<file path="src/rtl/lfu_pkg.sv">
// lfu page replacement package: shared widths, controller states and command/status structs
`timescale 1ns / 1ps

package lfu_pkg;

   localparam int PAGE_W  = 6;
   localparam int SLOT_W  = 3;
   localparam int FAULT_W = 32;
   localparam int STAMP_W = 32;
   localparam int CFG_W   = 4;
   localparam int APB_W   = 32;
   localparam int ADDR_W  = 3;

   localparam logic [CFG_W-1:0] FRAMES_RESET = 4'd8;

   // register index decoded from paddr[2]
   localparam logic REG_FRAMES_IN_USE = 1'b0;

   typedef enum logic [3:0] {
      ST_CLEAR,
      ST_IDLE,
      ST_BUMP,
      ST_SCAN_RD,
      ST_SCAN_CHK,
      ST_VIC_FRAME,
      ST_VIC_PAGE,
      ST_VIC_CMP,
      ST_FILL,
      ST_HIT,
      ST_EVICT
   } state_type;

   typedef struct packed {
      logic clear_step;
      logic accept;
      logic bump;
      logic scan_next;
      logic vic_start;
      logic vic_page;
      logic vic_compare;
      logic vic_next;
      logic fin_fill;
      logic fin_hit;
      logic fin_evict;
   } cmd_type;

   typedef struct packed {
      logic clear_last;
      logic frame_empty;
      logic frame_match;
      logic last_frame;
      logic out_free;
   } status_type;

endpackage

</file>
<file path="src/rtl/lfu_if.sv">
// request and response channel interfaces
`timescale 1ns / 1ps

interface lfu_req_if;
   logic                        valid;
   logic                        ready;
   logic [lfu_pkg::PAGE_W-1:0]  page;

   modport source (output valid, output page, input ready);
   modport sink   (input valid, input page, output ready);
endinterface

interface lfu_rsp_if;
   logic                        valid;
   logic                        ready;
   logic                        hit;
   logic [lfu_pkg::SLOT_W-1:0]  slot;
   logic                        evicted_valid;
   logic [lfu_pkg::PAGE_W-1:0]  evicted_page;
   logic [lfu_pkg::FAULT_W-1:0] fault_total;

   modport source (output valid, output hit, output slot, output evicted_valid,
                   output evicted_page, output fault_total, input ready);
   modport sink   (input valid, input hit, input slot, input evicted_valid,
                   input evicted_page, input fault_total, output ready);
endinterface

</file>
<file path="src/rtl/lfu_ram.sv">
// generic single write port ram with registered read
`timescale 1ns / 1ps

module lfu_ram #(
   parameter int WIDTH = 8,
   parameter int DEPTH = 16
) (
   input  logic                                  clock,
   input  logic                                  we,
   input  logic [(DEPTH > 1 ? $clog2(DEPTH) : 1)-1:0] waddr,
   input  logic [WIDTH-1:0]                      wdata,
   input  logic [(DEPTH > 1 ? $clog2(DEPTH) : 1)-1:0] raddr,
   output logic [WIDTH-1:0]                      rdata
);

   logic [WIDTH-1:0] mem_ff [DEPTH];
   logic [WIDTH-1:0] rdata_ff;

   always_ff @(posedge clock) begin
      if (we) begin
         mem_ff[waddr] <= wdata;
      end
      rdata_ff <= mem_ff[raddr];
   end

   assign rdata = rdata_ff;

endmodule

</file>
<file path="src/rtl/lfu_ctrl.sv">
// controller state machine: clear pass, lookup scan, victim search, result hand-off
`timescale 1ns / 1ps

module lfu_ctrl (
   input  logic                clock,
   input  logic                reset,
   input  logic                req_valid,
   output logic                req_ready,
   input  lfu_pkg::status_type status,
   output lfu_pkg::cmd_type    cmd
);

   lfu_pkg::state_type state_ff, state_in;

   always_ff @(posedge clock) begin
      if (reset) begin
         state_ff <= lfu_pkg::ST_CLEAR;
      end else begin
         state_ff <= state_in;
      end
   end

   always_comb begin
      state_in = state_ff;
      case (state_ff)
         lfu_pkg::ST_CLEAR: begin
            if (status.clear_last) state_in = lfu_pkg::ST_IDLE;
         end
         lfu_pkg::ST_IDLE: begin
            if (req_valid) state_in = lfu_pkg::ST_BUMP;
         end
         lfu_pkg::ST_BUMP: begin
            state_in = lfu_pkg::ST_SCAN_RD;
         end
         lfu_pkg::ST_SCAN_RD: begin
            state_in = lfu_pkg::ST_SCAN_CHK;
         end
         lfu_pkg::ST_SCAN_CHK: begin
            if (status.frame_empty) state_in = lfu_pkg::ST_FILL;
            else if (status.frame_match) state_in = lfu_pkg::ST_HIT;
            else if (status.last_frame) state_in = lfu_pkg::ST_VIC_FRAME;
            else state_in = lfu_pkg::ST_SCAN_RD;
         end
         lfu_pkg::ST_VIC_FRAME: begin
            state_in = lfu_pkg::ST_VIC_PAGE;
         end
         lfu_pkg::ST_VIC_PAGE: begin
            state_in = lfu_pkg::ST_VIC_CMP;
         end
         lfu_pkg::ST_VIC_CMP: begin
            if (status.last_frame) state_in = lfu_pkg::ST_EVICT;
            else state_in = lfu_pkg::ST_VIC_FRAME;
         end
         lfu_pkg::ST_FILL, lfu_pkg::ST_HIT, lfu_pkg::ST_EVICT: begin
            if (status.out_free) state_in = lfu_pkg::ST_IDLE;
         end
         default: begin
            state_in = lfu_pkg::ST_CLEAR;
         end
      endcase
   end

   always_comb begin
      cmd       = '0;
      req_ready = 1'b0;
      case (state_ff)
         lfu_pkg::ST_CLEAR: begin
            cmd.clear_step = 1'b1;
         end
         lfu_pkg::ST_IDLE: begin
            req_ready  = 1'b1;
            cmd.accept = req_valid;
         end
         lfu_pkg::ST_BUMP: begin
            cmd.bump = 1'b1;
         end
         lfu_pkg::ST_SCAN_CHK: begin
            if (!status.frame_empty && !status.frame_match) begin
               if (status.last_frame) cmd.vic_start = 1'b1;
               else cmd.scan_next = 1'b1;
            end
         end
         lfu_pkg::ST_VIC_PAGE: begin
            cmd.vic_page = 1'b1;
         end
         lfu_pkg::ST_VIC_CMP: begin
            cmd.vic_compare = 1'b1;
            cmd.vic_next    = !status.last_frame;
         end
         lfu_pkg::ST_FILL: begin
            cmd.fin_fill = status.out_free;
         end
         lfu_pkg::ST_HIT: begin
            cmd.fin_hit = status.out_free;
         end
         lfu_pkg::ST_EVICT: begin
            cmd.fin_evict = status.out_free;
         end
         default: begin
            cmd = '0;
         end
      endcase
   end

endmodule

</file>
<file path="src/rtl/lfu_dp.sv">
// datapath: page map, count and stamp memories, frame table, victim tracking, result register
`timescale 1ns / 1ps

module lfu_dp #(
   parameter int MAX_FRAMES = 8,
   parameter int PAGE_COUNT = 64,
   parameter int COUNT_BITS = 16
) (
   input  logic                         clock,
   input  logic                         reset,
   input  lfu_pkg::cmd_type             cmd,
   output lfu_pkg::status_type          status,
   input  logic [lfu_pkg::CFG_W-1:0]    frames_in_use,
   input  logic [lfu_pkg::PAGE_W-1:0]   req_page,
   output logic                         rsp_valid,
   input  logic                         rsp_ready,
   output logic                         rsp_hit,
   output logic [lfu_pkg::SLOT_W-1:0]   rsp_slot,
   output logic                         rsp_evicted_valid,
   output logic [lfu_pkg::PAGE_W-1:0]   rsp_evicted_page,
   output logic [lfu_pkg::FAULT_W-1:0]  rsp_fault_total
);

   localparam int PW      = PAGE_COUNT > 1 ? $clog2(PAGE_COUNT) : 1;
   localparam int FW      = MAX_FRAMES > 1 ? $clog2(MAX_FRAMES) : 1;
   localparam int CW      = COUNT_BITS;
   localparam int PgW     = lfu_pkg::PAGE_W;
   localparam int SlW     = lfu_pkg::SLOT_W;
   localparam int FltW    = lfu_pkg::FAULT_W;
   localparam int StW     = lfu_pkg::STAMP_W;
   localparam int CfgW    = lfu_pkg::CFG_W;
   localparam int MapSize = 2 ** lfu_pkg::PAGE_W;
   localparam logic [7:0] MaxFr = 8'(MAX_FRAMES);

   // page number folded into the store
   logic [PW-1:0] page_map [MapSize];

   for (genvar g = 0; g < MapSize; g++) begin : g_map
      assign page_map[g] = PW'(g % PAGE_COUNT);
   end

   logic [PW-1:0]   req_pg;
   logic [PW-1:0]   pg_ff;
   logic [PW-1:0]   clr_ff;
   logic [FW-1:0]   j_ff;
   logic [FW-1:0]   last_idx;
   logic [7:0]      fiu8;
   logic [7:0]      last8;
   logic [MAX_FRAMES-1:0] fvalid_ff;
   logic [StW-1:0]  ref_ff;
   logic [FltW-1:0] fault_ff;
   logic [FltW-1:0] fault_inc;

   logic [PW-1:0]   cand_page_ff;
   logic [FW-1:0]   best_idx_ff;
   logic [PW-1:0]   best_page_ff;
   logic [CW-1:0]   best_cnt_ff;
   logic [StW-1:0]  best_stamp_ff;
   logic            take;

   logic            cnt_we;
   logic [PW-1:0]   cnt_waddr;
   logic [CW-1:0]   cnt_wdata;
   logic [PW-1:0]   cnt_raddr;
   logic [CW-1:0]   cnt_rdata;
   logic [CW-1:0]   cnt_inc;
   logic [StW-1:0]  stamp_rdata;
   logic            fr_we;
   logic [FW-1:0]   fr_waddr;
   logic [PW-1:0]   fr_rdata;

   logic            rsp_valid_ff;
   logic            hit_ff;
   logic [SlW-1:0]  slot_ff;
   logic            ev_valid_ff;
   logic [PgW-1:0]  ev_page_ff;
   logic [FltW-1:0] fault_total_ff;
   logic            fin_any;

   assign req_pg = page_map[req_page];

   // frame count of zero acts as one, above the table size acts as the table size
   assign fiu8  = {{(8 - CfgW){1'b0}}, frames_in_use};
   assign last8 = (fiu8 == 8'd0) ? 8'd0 : ((fiu8 > MaxFr) ? MaxFr - 8'd1 : fiu8 - 8'd1);
   assign last_idx = last8[FW-1:0];

   assign cnt_inc   = (cnt_rdata == {CW{1'b1}}) ? cnt_rdata : cnt_rdata + CW'(1);
   assign fault_inc = (fault_ff == {FltW{1'b1}}) ? fault_ff : fault_ff + FltW'(1);
   assign fin_any   = cmd.fin_fill | cmd.fin_hit | cmd.fin_evict;

   // use count store
   always_comb begin
      cnt_we    = cmd.clear_step | cmd.bump | cmd.fin_evict;
      cnt_waddr = best_page_ff;
      cnt_wdata = '0;
      if (cmd.clear_step) begin
         cnt_waddr = clr_ff;
      end else if (cmd.bump) begin
         cnt_waddr = pg_ff;
         cnt_wdata = cnt_inc;
      end
      cnt_raddr = cmd.accept ? req_pg : fr_rdata;
   end

   lfu_ram #(.WIDTH(CW), .DEPTH(PAGE_COUNT)) u_count_ram (
      .clock (clock),
      .we    (cnt_we),
      .waddr (cnt_waddr),
      .wdata (cnt_wdata),
      .raddr (cnt_raddr),
      .rdata (cnt_rdata)
   );

   lfu_ram #(.WIDTH(StW), .DEPTH(PAGE_COUNT)) u_stamp_ram (
      .clock (clock),
      .we    (cmd.bump),
      .waddr (pg_ff),
      .wdata (ref_ff),
      .raddr (fr_rdata),
      .rdata (stamp_rdata)
   );

   assign fr_we    = cmd.fin_fill | cmd.fin_evict;
   assign fr_waddr = cmd.fin_evict ? best_idx_ff : j_ff;

   lfu_ram #(.WIDTH(PW), .DEPTH(MAX_FRAMES)) u_frame_ram (
      .clock (clock),
      .we    (fr_we),
      .waddr (fr_waddr),
      .wdata (pg_ff),
      .raddr (j_ff),
      .rdata (fr_rdata)
   );

   // least count wins, ties to the older stamp, then the lower frame
   assign take = (j_ff == '0) || (cnt_rdata < best_cnt_ff) ||
                 ((cnt_rdata == best_cnt_ff) && (stamp_rdata < best_stamp_ff));

   always_ff @(posedge clock) begin
      if (reset) begin
         clr_ff       <= '0;
         j_ff         <= '0;
         fvalid_ff    <= '0;
         ref_ff       <= '0;
         fault_ff     <= '0;
         rsp_valid_ff <= 1'b0;
      end else begin
         if (cmd.clear_step) clr_ff <= clr_ff + PW'(1);
         if (cmd.bump || cmd.vic_start) begin
            j_ff <= '0;
         end else if (cmd.scan_next || cmd.vic_next) begin
            j_ff <= j_ff + FW'(1);
         end
         if (cmd.bump) ref_ff <= ref_ff + StW'(1);
         if (cmd.fin_fill) fvalid_ff[j_ff] <= 1'b1;
         if (cmd.fin_fill || cmd.fin_evict) fault_ff <= fault_inc;
         if (fin_any) begin
            rsp_valid_ff <= 1'b1;
         end else if (rsp_ready) begin
            rsp_valid_ff <= 1'b0;
         end
      end
   end

   always_ff @(posedge clock) begin
      if (cmd.accept) pg_ff <= req_pg;
      if (cmd.vic_page) cand_page_ff <= fr_rdata;
      if (cmd.vic_compare && take) begin
         best_idx_ff   <= j_ff;
         best_page_ff  <= cand_page_ff;
         best_cnt_ff   <= cnt_rdata;
         best_stamp_ff <= stamp_rdata;
      end
      if (fin_any) begin
         hit_ff         <= cmd.fin_hit;
         slot_ff        <= cmd.fin_evict ? SlW'(best_idx_ff) : SlW'(j_ff);
         ev_valid_ff    <= cmd.fin_evict;
         ev_page_ff     <= cmd.fin_evict ? PgW'(best_page_ff) : '0;
         fault_total_ff <= cmd.fin_hit ? fault_ff : fault_inc;
      end
   end

   assign status.clear_last  = (clr_ff == PW'(PAGE_COUNT - 1));
   assign status.frame_empty = !fvalid_ff[j_ff];
   assign status.frame_match = (fr_rdata == pg_ff);
   assign status.last_frame  = (j_ff == last_idx);
   assign status.out_free    = !rsp_valid_ff || rsp_ready;

   assign rsp_valid         = rsp_valid_ff;
   assign rsp_hit           = hit_ff;
   assign rsp_slot          = slot_ff;
   assign rsp_evicted_valid = ev_valid_ff;
   assign rsp_evicted_page  = ev_page_ff;
   assign rsp_fault_total   = fault_total_ff;

endmodule

</file>
<file path="src/rtl/lfu_page_replacement.sv">
// top level of the lfu page replacement block
//
//   channel   direction  handshake            payload
//   req_chan  in         valid / ready        page
//   rsp_chan  out        valid / ready        hit, slot, evicted_valid, evicted_page,
//                                             fault_total
//   csr_*     in         apb write, pready=1  frames_in_use at address 0
//
// one transaction at a time; a hit or fill at frame k scans frames 0 to k,
// a replacement with n frames in use scans all n frames, then searches them for a victim
// the frame scan has a read and a check state for each frame, and the victim search
// a frame, page and compare state through the frame, count and stamp memories
// after reset a clearing pass zeroes every entry of the count memory before
// the first request is taken
// a stalled result sits in the output register; the next request is taken meanwhile
`timescale 1ns / 1ps

module lfu_page_replacement #(
   parameter int MAX_FRAMES = 8,
   parameter int PAGE_COUNT = 64,
   parameter int COUNT_BITS = 16
) (
   input  logic                          clock,
   input  logic                          reset,
   lfu_req_if.sink                       req_chan,
   lfu_rsp_if.source                     rsp_chan,
   input  logic                          csr_psel,
   input  logic                          csr_penable,
   input  logic                          csr_pwrite,
   input  logic [lfu_pkg::ADDR_W-1:0]    csr_paddr,
   input  logic [lfu_pkg::APB_W-1:0]     csr_pwdata,
   output logic [lfu_pkg::APB_W-1:0]     csr_prdata,
   output logic                          csr_pready
);

   localparam int CfgW = lfu_pkg::CFG_W;
   localparam int ApbW = lfu_pkg::APB_W;

   logic [CfgW-1:0]     frames_ff;
   logic                req_ready;
   logic                reg_sel;
   lfu_pkg::cmd_type    cmd;
   lfu_pkg::status_type status;

   assign reg_sel    = (csr_paddr[2] == lfu_pkg::REG_FRAMES_IN_USE);
   assign csr_pready = 1'b1;
   assign csr_prdata = reg_sel ? {{(ApbW - CfgW){1'b0}}, frames_ff} : '0;

   always_ff @(posedge clock) begin
      if (reset) begin
         frames_ff <= lfu_pkg::FRAMES_RESET;
      end else if (csr_psel && csr_penable && csr_pwrite && reg_sel) begin
         frames_ff <= csr_pwdata[CfgW-1:0];
      end
   end

   assign req_chan.ready = req_ready;

   lfu_ctrl u_ctrl (
      .clock     (clock),
      .reset     (reset),
      .req_valid (req_chan.valid),
      .req_ready (req_ready),
      .status    (status),
      .cmd       (cmd)
   );

   lfu_dp #(
      .MAX_FRAMES (MAX_FRAMES),
      .PAGE_COUNT (PAGE_COUNT),
      .COUNT_BITS (COUNT_BITS)
   ) u_dp (
      .clock             (clock),
      .reset             (reset),
      .cmd               (cmd),
      .status            (status),
      .frames_in_use     (frames_ff),
      .req_page          (req_chan.page),
      .rsp_valid         (rsp_chan.valid),
      .rsp_ready         (rsp_chan.ready),
      .rsp_hit           (rsp_chan.hit),
      .rsp_slot          (rsp_chan.slot),
      .rsp_evicted_valid (rsp_chan.evicted_valid),
      .rsp_evicted_page  (rsp_chan.evicted_page),
      .rsp_fault_total   (rsp_chan.fault_total)
   );

endmodule

</file>
<file path="src/flat_wrapper.sv">
// flat-port wrapper written by rule: the top's interface ports become plain ports
module lfu_page_replacement_flat 
#(
   parameter int MAX_FRAMES = 8,
   parameter int PAGE_COUNT = 64,
   parameter int COUNT_BITS = 16
)
  (clock, reset, csr_psel, csr_penable, csr_pwrite, csr_paddr, csr_pwdata, csr_prdata, csr_pready, req_chan_valid, req_chan_page, req_chan_ready, rsp_chan_valid, rsp_chan_hit, rsp_chan_slot, rsp_chan_evicted_valid, rsp_chan_evicted_page, rsp_chan_fault_total, rsp_chan_ready);
  lfu_req_if req_chan_i ();
  lfu_rsp_if rsp_chan_i ();
  input  logic clock;
  input  logic reset;
  input  logic csr_psel;
  input  logic csr_penable;
  input  logic csr_pwrite;
  input  logic [lfu_pkg::ADDR_W-1:0] csr_paddr;
  input  logic [lfu_pkg::APB_W-1:0] csr_pwdata;
  output logic [lfu_pkg::APB_W-1:0] csr_prdata;
  output logic csr_pready;
  input wire logic [$bits(req_chan_i.valid)-1:0] req_chan_valid;
  input wire logic [$bits(req_chan_i.page)-1:0] req_chan_page;
  output wire logic [$bits(req_chan_i.ready)-1:0] req_chan_ready;
  output wire logic [$bits(rsp_chan_i.valid)-1:0] rsp_chan_valid;
  output wire logic [$bits(rsp_chan_i.hit)-1:0] rsp_chan_hit;
  output wire logic [$bits(rsp_chan_i.slot)-1:0] rsp_chan_slot;
  output wire logic [$bits(rsp_chan_i.evicted_valid)-1:0] rsp_chan_evicted_valid;
  output wire logic [$bits(rsp_chan_i.evicted_page)-1:0] rsp_chan_evicted_page;
  output wire logic [$bits(rsp_chan_i.fault_total)-1:0] rsp_chan_fault_total;
  input wire logic [$bits(rsp_chan_i.ready)-1:0] rsp_chan_ready;
  assign req_chan_i.valid = req_chan_valid;
  assign req_chan_i.page = req_chan_page;
  assign req_chan_ready = req_chan_i.ready;
  assign rsp_chan_valid = rsp_chan_i.valid;
  assign rsp_chan_hit = rsp_chan_i.hit;
  assign rsp_chan_slot = rsp_chan_i.slot;
  assign rsp_chan_evicted_valid = rsp_chan_i.evicted_valid;
  assign rsp_chan_evicted_page = rsp_chan_i.evicted_page;
  assign rsp_chan_fault_total = rsp_chan_i.fault_total;
  assign rsp_chan_i.ready = rsp_chan_ready;
  lfu_page_replacement #(.MAX_FRAMES(MAX_FRAMES), .PAGE_COUNT(PAGE_COUNT), .COUNT_BITS(COUNT_BITS)) u_core (.clock(clock), .reset(reset), .req_chan(req_chan_i), .rsp_chan(rsp_chan_i), .csr_psel(csr_psel), .csr_penable(csr_penable), .csr_pwrite(csr_pwrite), .csr_paddr(csr_paddr), .csr_pwdata(csr_pwdata), .csr_prdata(csr_prdata), .csr_pready(csr_pready));
endmodule
</file>
<file path="config.mk">
export PLATFORM = sky130hd
export DESIGN_NAME = lfu_page_replacement_flat
export DESIGN_NICKNAME = d
export VERILOG_FILES = /design/src/rtl/lfu_pkg.sv /design/src/rtl/lfu_if.sv /design/src/rtl/lfu_ram.sv /design/src/rtl/lfu_ctrl.sv /design/src/rtl/lfu_dp.sv /design/src/rtl/lfu_page_replacement.sv /design/src/flat_wrapper.sv
export SDC_FILE = /design/constraint.sdc
export NUM_CORES = 2
export LEC_CHECK = 0
export BUFFER_PORTS_ARGS = -buffer_cell sky130_fd_sc_hd__buf_2
export CAP_MARGIN = 20
export CORE_ASPECT_RATIO = 1.1
export CORE_UTILIZATION = 50
export CTS_CLUSTER_SIZE = 10
export DETAILED_ROUTE_END_ITERATION = 8
export PLACE_DENSITY = 0.68
export SYNTH_ARGS = -nofsm -noshare
export SYNTH_HDL_FRONTEND = slang
export SYNTH_SLANG_ARGS = --single-unit
</file>
<file path="constraint.sdc">
create_clock -name clock -period 4.75 [get_ports clock]
set_input_delay 0 -clock clock [delete_from_list [all_inputs] [get_ports clock]]
set_output_delay 0 -clock clock [all_outputs]
set_load 0.05 [all_outputs]
</file>
# Word-level counts from Yosys, hierarchy flattened
# Memory sizes are Yosys's and may differ from the RTL's. A register that Yosys moved wholly into a read port is not among the register bits.
# Cells that the tools add are included.
[word_totals]
rom_bits = 384
mem_bits_rw = 3120
in_bits = 48
out_inout_bits = 78
mem_count = 4
regBits = 202
[op_classes]
n_eq_ne = 19
addsub = 6
reduce_logical = 23
bitwise = 8
n_mux = 47
magnitude_cmp = 6
[mem_list]
columns = ["name", "words", "width", "rd", "rd_ports_with_merged_regs", "write_ports", "line_no", "rtl"]
rows = [
  ["u_core.u_dp.u_stamp_ram.mem_ff", 64, 32, 1, 1, 1, "lfu_ram.sv:16", "logic [WIDTH-1:0] mem_ff [DEPTH];"],
  ["u_core.u_dp.u_count_ram.mem_ff", 64, 16, 1, 1, 1, "lfu_ram.sv:16", ""],
  ["(no name shown)", 64, 6, 1, 0, 0, "lfu_dp.sv:80", "assign req_pg = page_map[req_page];"],
  ["u_core.u_dp.u_frame_ram.mem_ff", 8, 6, 1, 1, 1, "lfu_ram.sv:16", ""],
]
[op_table]
columns = ["op", "n"]
rows = [
  ["$add A32 B1 Y32 const B", 2],
  ["$mux W32", 2],
  ["$mux W16", 3],
  ["$pmux W4 S9", 1],
  ["$eq A32 B32 Y1 const B", 1],
  ["$lt A32 B32 Y1", 1],
  ["$mux W6", 5],
  ["$mux W4", 7],
  ["$mux W1", 20],
  ["$add A16 B1 Y16 const B", 1],
  ["$eq A16 B16 Y1", 1],
  ["$eq A16 B16 Y1 const B", 1],
  ["$eq A4 B3 Y1 const B", 4],
  ["$lt A16 B16 Y1", 1],
  ["$eq A4 B4 Y1 const B", 3],
  ["$mux W3", 4],
  ["$eq A4 B2 Y1 const B", 2],
  ["$logic_not A8 Y1", 1],
  ["$or A8 B8 Y8", 1],
  ["$ge A7 B7 Y1 const B", 1],
  ["$logic_and A1 B1 Y1", 7],
  ["$not A6 Y7", 1],
  ["$add A6 B1 Y6 const B", 1],
  ["$eq A6 B6 Y1", 1],
  ["23 further kinds", 37],
]

# Logic depth before layout (Yosys ltp)
[logic_depth]
ltp_word = 9
ltp_mapped = 15
mapped_depth_nobuf = 9

# By module
# From an unflattened synthesis, not the netlist that was laid out.
[hier_totals]
cells_unflattened = 6272
area_unflattened_um2 = 131109.5
[modules_own_cells]
columns = ["mod", "area_each_um2", "n_inst", "cells_per_inst"]
rows = [
  ["lfu_ram at u_core.u_dp.u_stamp_ram", 78515.3, 1, 3324],
  ["lfu_ram at u_core.u_dp.u_count_ram", 40042.2, 1, 1829],
  ["lfu_dp", 9666.8, 1, 921],
  ["lfu_ram at u_core.u_dp.u_frame_ram", 2021.9, 1, 88],
  ["lfu_page_replacement", 446.7, 1, 53],
  ["lfu_ctrl", 416.6, 1, 57],
]

# Worst setup path before layout
# OpenSTA, ideal clock, no wires.
[synth_timing]
path_type = "register -> register"
from = "register u_core.u_dp.u_count_ram.rdata_ff[9] (netlist: u_core.u_dp.u_count_ram.rdata[9]), read port of u_core.u_dp.u_count_ram.mem_ff"
to = "register u_core.u_dp.best_cnt_ff[0] (enable)"
synth_period_minus_slack_ns = 4.926
n_path_buf = 0
path_stages_with_launch = 9
arrival_ns = 4.434
setup_slack_ns = -0.176
path_cell_list = "dfxtp_1 ha_1 a21o_1 a21o_1 a211o_1 o211ai_1 a21oi_1 o32a_1 o22ai_1"
[synth_via]
elab_chain_len = 4
elab_cells_between_ends = 6
[synth_lines]
columns = ["item", "line_no", "rtl"]
rows = [
  ["start, declared", "lfu_ram.sv:17", "logic [WIDTH-1:0] rdata_ff;"],
  ["$lt A16 B16 Y1 or $eq A16 B16 Y1 (tied branches)", "lfu_dp.sv:136, lfu_dp.sv:137", ""],
  ["$logic_or A1 B1 Y1 or $logic_and A1 B1 Y1 (tied branches)", "lfu_dp.sv:136, lfu_dp.sv:137", ""],
  ["$logic_or A1 B1 Y1 *", "lfu_dp.sv:136", "assign take = (j_ff == '0) || (cnt_rdata < best_cnt_ff) ||"],
  ["$logic_and A1 B1 Y1 *", "lfu_dp.sv:168", "if (cmd.vic_compare && take) begin"],
  ["end signal, assigned", "lfu_dp.sv:171", "best_cnt_ff <= cnt_rdata;"],
  ["end, declared", "lfu_dp.sv:57", "logic [CW-1:0] best_cnt_ff;"],
]
# Mark *: on every way between the ends. The rest lies on a longest branch, timed or not.
# A chain may end at the register's enable or synchronous reset.

# Worst setup path after layout
[layout_timing]
from = "register u_core.u_ctrl.state_ff[0]"
to = "register u_core.u_dp.u_count_ram.rdata_ff[1] (netlist: u_core.u_dp.u_count_ram.rdata[1]), read port of u_core.u_dp.u_count_ram.mem_ff"
[layout_via]
elab_chain_len = 3
[layout_lines]
columns = ["item", "line_no", "rtl"]
rows = [
  ["start, declared", "lfu_ctrl.sv:13", "lfu_pkg::state_type state_ff, state_in;"],
  ["start signal, assigned", "lfu_ctrl.sv:17", "state_ff <= lfu_pkg::ST_CLEAR;"],
  ["start signal, assigned", "lfu_ctrl.sv:19", "state_ff <= state_in;"],
  ["$eq A4 B1 Y1", "lfu_ctrl.sv:66", "case (state_ff)"],
  ["$mux W1", "lfu_ctrl.sv:66", ""],
  ["$mux W6", "lfu_dp.sv:102", "cnt_raddr = cmd.accept ? req_pg : fr_rdata;"],
]
# Every way passes these cells.

==> results.md <==
* Clk_lat worst skew at 0.90 ns
* Leak at 49.8 nW
* Largest net degree at the start of global routing at 88
* Top delay family on crit path: simple AND/OR/NAND/NOR gates
* Crit Path Max Fanout at 49
* Hold Vio Cnt, Final at 0
* CTS tree: yes
* Met2 usage at 38.2%
* # resized after CTS at 0
* Core footprint at 262000 µm²
* 1st-iter DRT viols at 8775
* FF+latch count, synth at 3376
* Critical path's slowest cell: nor4_1
* EDFF count, synth at 3232
* Met1 usage at 34.2%
* Worst slew margin at 22.5%
* Slowest Stage Delay on Critical Path at 0.91 ns
* RSZ-0062 raised after global routing: no
* Yosys top cell area share at 73.5%
* Total Wirelength at 326000 µm
* Area Overhead vs Synth at 13.8%
* DR vias/cell at 6.38
* Critical path arrival at 5.01 ns
* Root buffer cell: clkbuf_16
* Syn Area/Cell at 20.1 µm²
* Most frequent cells in the layout: 3232 x edfxtp_1, 783 x mux4_2, 387 x clkbuf_16
* Maxcap violations at 0
* Crit path kind: flop to flop
* Met3 Track Usage GR at 4.61%
* Die W at 492 µm
* Register area share after synthesis at 75.7%
* Clock transition at path regs at 0.06 ns
* Pwr Density at 403 nW/µm²
* Commonest non-fill, non-tap cell in the layout: edfxtp_1
* Period utilisation layout at 87.8%
* Placer Congestion at 0.922
* Netlist Area Pre-Place at 132000 µm²
* Predominant post-synthesis flop cell: edfxtp_1
* Place WS at 0.634 ns
* Hpwl dp at 189000 µm
* Buffers on Ports at 66
* Vias post-DR at 68500
* Worst setup SP type: flop
* Worst EP required at 5.59 ns
* # fillers at 18900
* Congestion Overflow GR at 0
* Setup Viol. Count Final at 0
* Initial antenna violation count at 17
* Slew Limit Fails at 0
* Crit-path cells: or4b_1, clkinv_2, nand2_2, inv_2, buf_4, o31ai_1, buf_4, a221o_1, nor4_1, or4_1
* Chip height at 541 µm
* Total buffers and inverters traversed by the critical path at 4
* Die Footprint at 266000 µm²
* Gr usage total at 24.3%
* First-pass GRT wire length at 471000 µm
* Fin area at 150000 µm²
* Crit end category: flop
* Placed instance area at 139000 µm²
* Layout cells sized above 1 at 25.6%
* Drt wl/cell at 30.4 µm
* Status: finished with violations
* Post-layout minimum cycle time at 4.17 ns
* # DRC at 32
* Worst setup margin at 0.579 ns
* DRT Pass-1 Iters at 7
* Fin nets at 7155
* CP dominant cell by count: buf_4
* Yosys cell types at 87
* Num rows at 197
* Most Crowded Layer GR: met2
* Longest Clk Path Bufs at 4
* Post-Synthesis Cells at 6570
* Initial Utilization at 50.3%
* Vias in the first global route at 68400
* Top-level I/O count at 126
* Worst-Margin Slew at 1.16 ns
* Setup bufs post-CTS at 0
* Ys async rst share at 0%
* Num CTS Buffers at 382
* H-tree levels at 5
* Fin Setup TNS at 0 ns
* Highest clock rate at 240 MHz
* Final Skew at 0.114 ns
* HP Class: primary input to flop
* CTS Sinks at 3376
* YS warnings at 0
* DRT antenna net count at 0
* Synth area leaders: edfxtp_1 74%, mux4_2 13%, dfxtp_1 2.2%
* Peak supply drop at 0.000303 V
* Synth area leader: edfxtp_1
* Violated checks: design-rule violations
-- final timing paths --
kind / endpoint / depth (start not counted) / startpoint / slack (ns)
max reg2reg: u_core.u_dp.u_count_ram.rdata[1] / 10 / u_core.u_ctrl.state_ff[0] / 0.58
min reg2reg: u_core.u_dp.best_stamp_ff[22] / 0 / u_core.u_dp.u_stamp_ram.rdata[22] / 0.39
min: u_core.u_dp.pg_ff[5] / 2 / req_chan_page[5] / 0.07
max: u_core.u_dp.u_count_ram.rdata[1] / 10 / u_core.u_ctrl.state_ff[0] / 0.58
-- cell usage after synthesis (20+ instances only) --
library cell,n
edfxtp_1,3232
mux4_2,783
nor2_1,293
nand2_1,224
clkbuf_1,209
nand3_1,171
o21ai_0,149
dfxtp_1,144
a21oi_1,123
mux2i_1,80
buf_1,75
inv_1,75
and3_1,74
nand4_1,63
xor2_1,62
ha_1,54
a211oi_1,47
buf_4,46
xnor2_1,44
nor3_1,41
mux2_2,39
buf_2,38
a22oi_1,34
a2111oi_0,33
a21o_1,30
nor4_1,27
o22ai_1,26
a32oi_1,22
o221a_2,22
or4_1,21
nand2b_1,20
-- metrics by stage --
step	power (W)	util, %	hold slack (ns)	std cells
3_5_place_dp	0.0350	53.0	0.230	10100
5_1_grt	0.0620	57.3	0.0433	10700
2_1_floorplan	0.0343	-	0.0989	6597
3_3_place_gp	0.0350	53.0	0.220	10100
6_report	0.0605	57.3	0.0746	10700
4_1_cts	0.0608	57.2	0.00899	10700
-- cells by family after synthesis --
logic type,count (synthesis),synth area share (%)
flops,3376,75.7
mux,904,14.3
buf+inv,465,1.60
xor+xnor,106,0.704
compound gates,649,3.42
simple gates,1013,3.70
other cells,2,0.00569
fa+ha+maj,55,0.520
-- layer usage --
layer  up-vias  routed length (µm)
li1      28100                   -
met1     36000              128000
met2      3642              155000
met3       696               30800
met4         2               12300
met5         -                  11
-- state kept, by name (all words and copies together) (netlist names), 8 cells and up --
register                        flops
u_core.u_dp.u_frame_ram.mem_ff     48
u_core.u_dp.fvalid_ff               8
u_core.u_dp.u_count_ram.mem_ff   1024
u_core.u_dp.best_stamp_ff          32
u_core.u_dp.fault_ff               32
u_core.u_dp.u_stamp_ram.rdata      32
u_core.u_dp.u_stamp_ram.mem_ff   2048
u_core.u_dp.ref_ff                 32
u_core.u_dp.best_cnt_ff            16
u_core.u_dp.u_count_ram.rdata      16
u_core.u_dp.rsp_fault_total        32
-- repair_timing --
action,4_1_cts,5_1_grt
hold buffers,24,0
endpoints found under the hold margin,91,0
endpoints found under the setup margin,0,0
-- area by class of cell --
type	instances	area, µm²	share of cell area [%]
diodes	5	12.5	0.00833
clock buffers	555	10300	6.87
clock inverters	22	353	0.235
inverters	79	298	0.198
multi-input cells	2756	30700	20.4
flip-flops and latches	3376	100000	66.6
well taps	3482	4360	2.90
repair buffers	458	4150	2.76
-- report_power, final --
part	total, W	leakage [nW]	switching (W)	internal, W
clock	0.0260	5.13	0.0110	0.0150
sequential	0.0327	32.5	0.000176	0.0325
combinational	0.00179	12.1	0.00128	0.000510
Note: power is estimated with default switching activity, not from simulation.
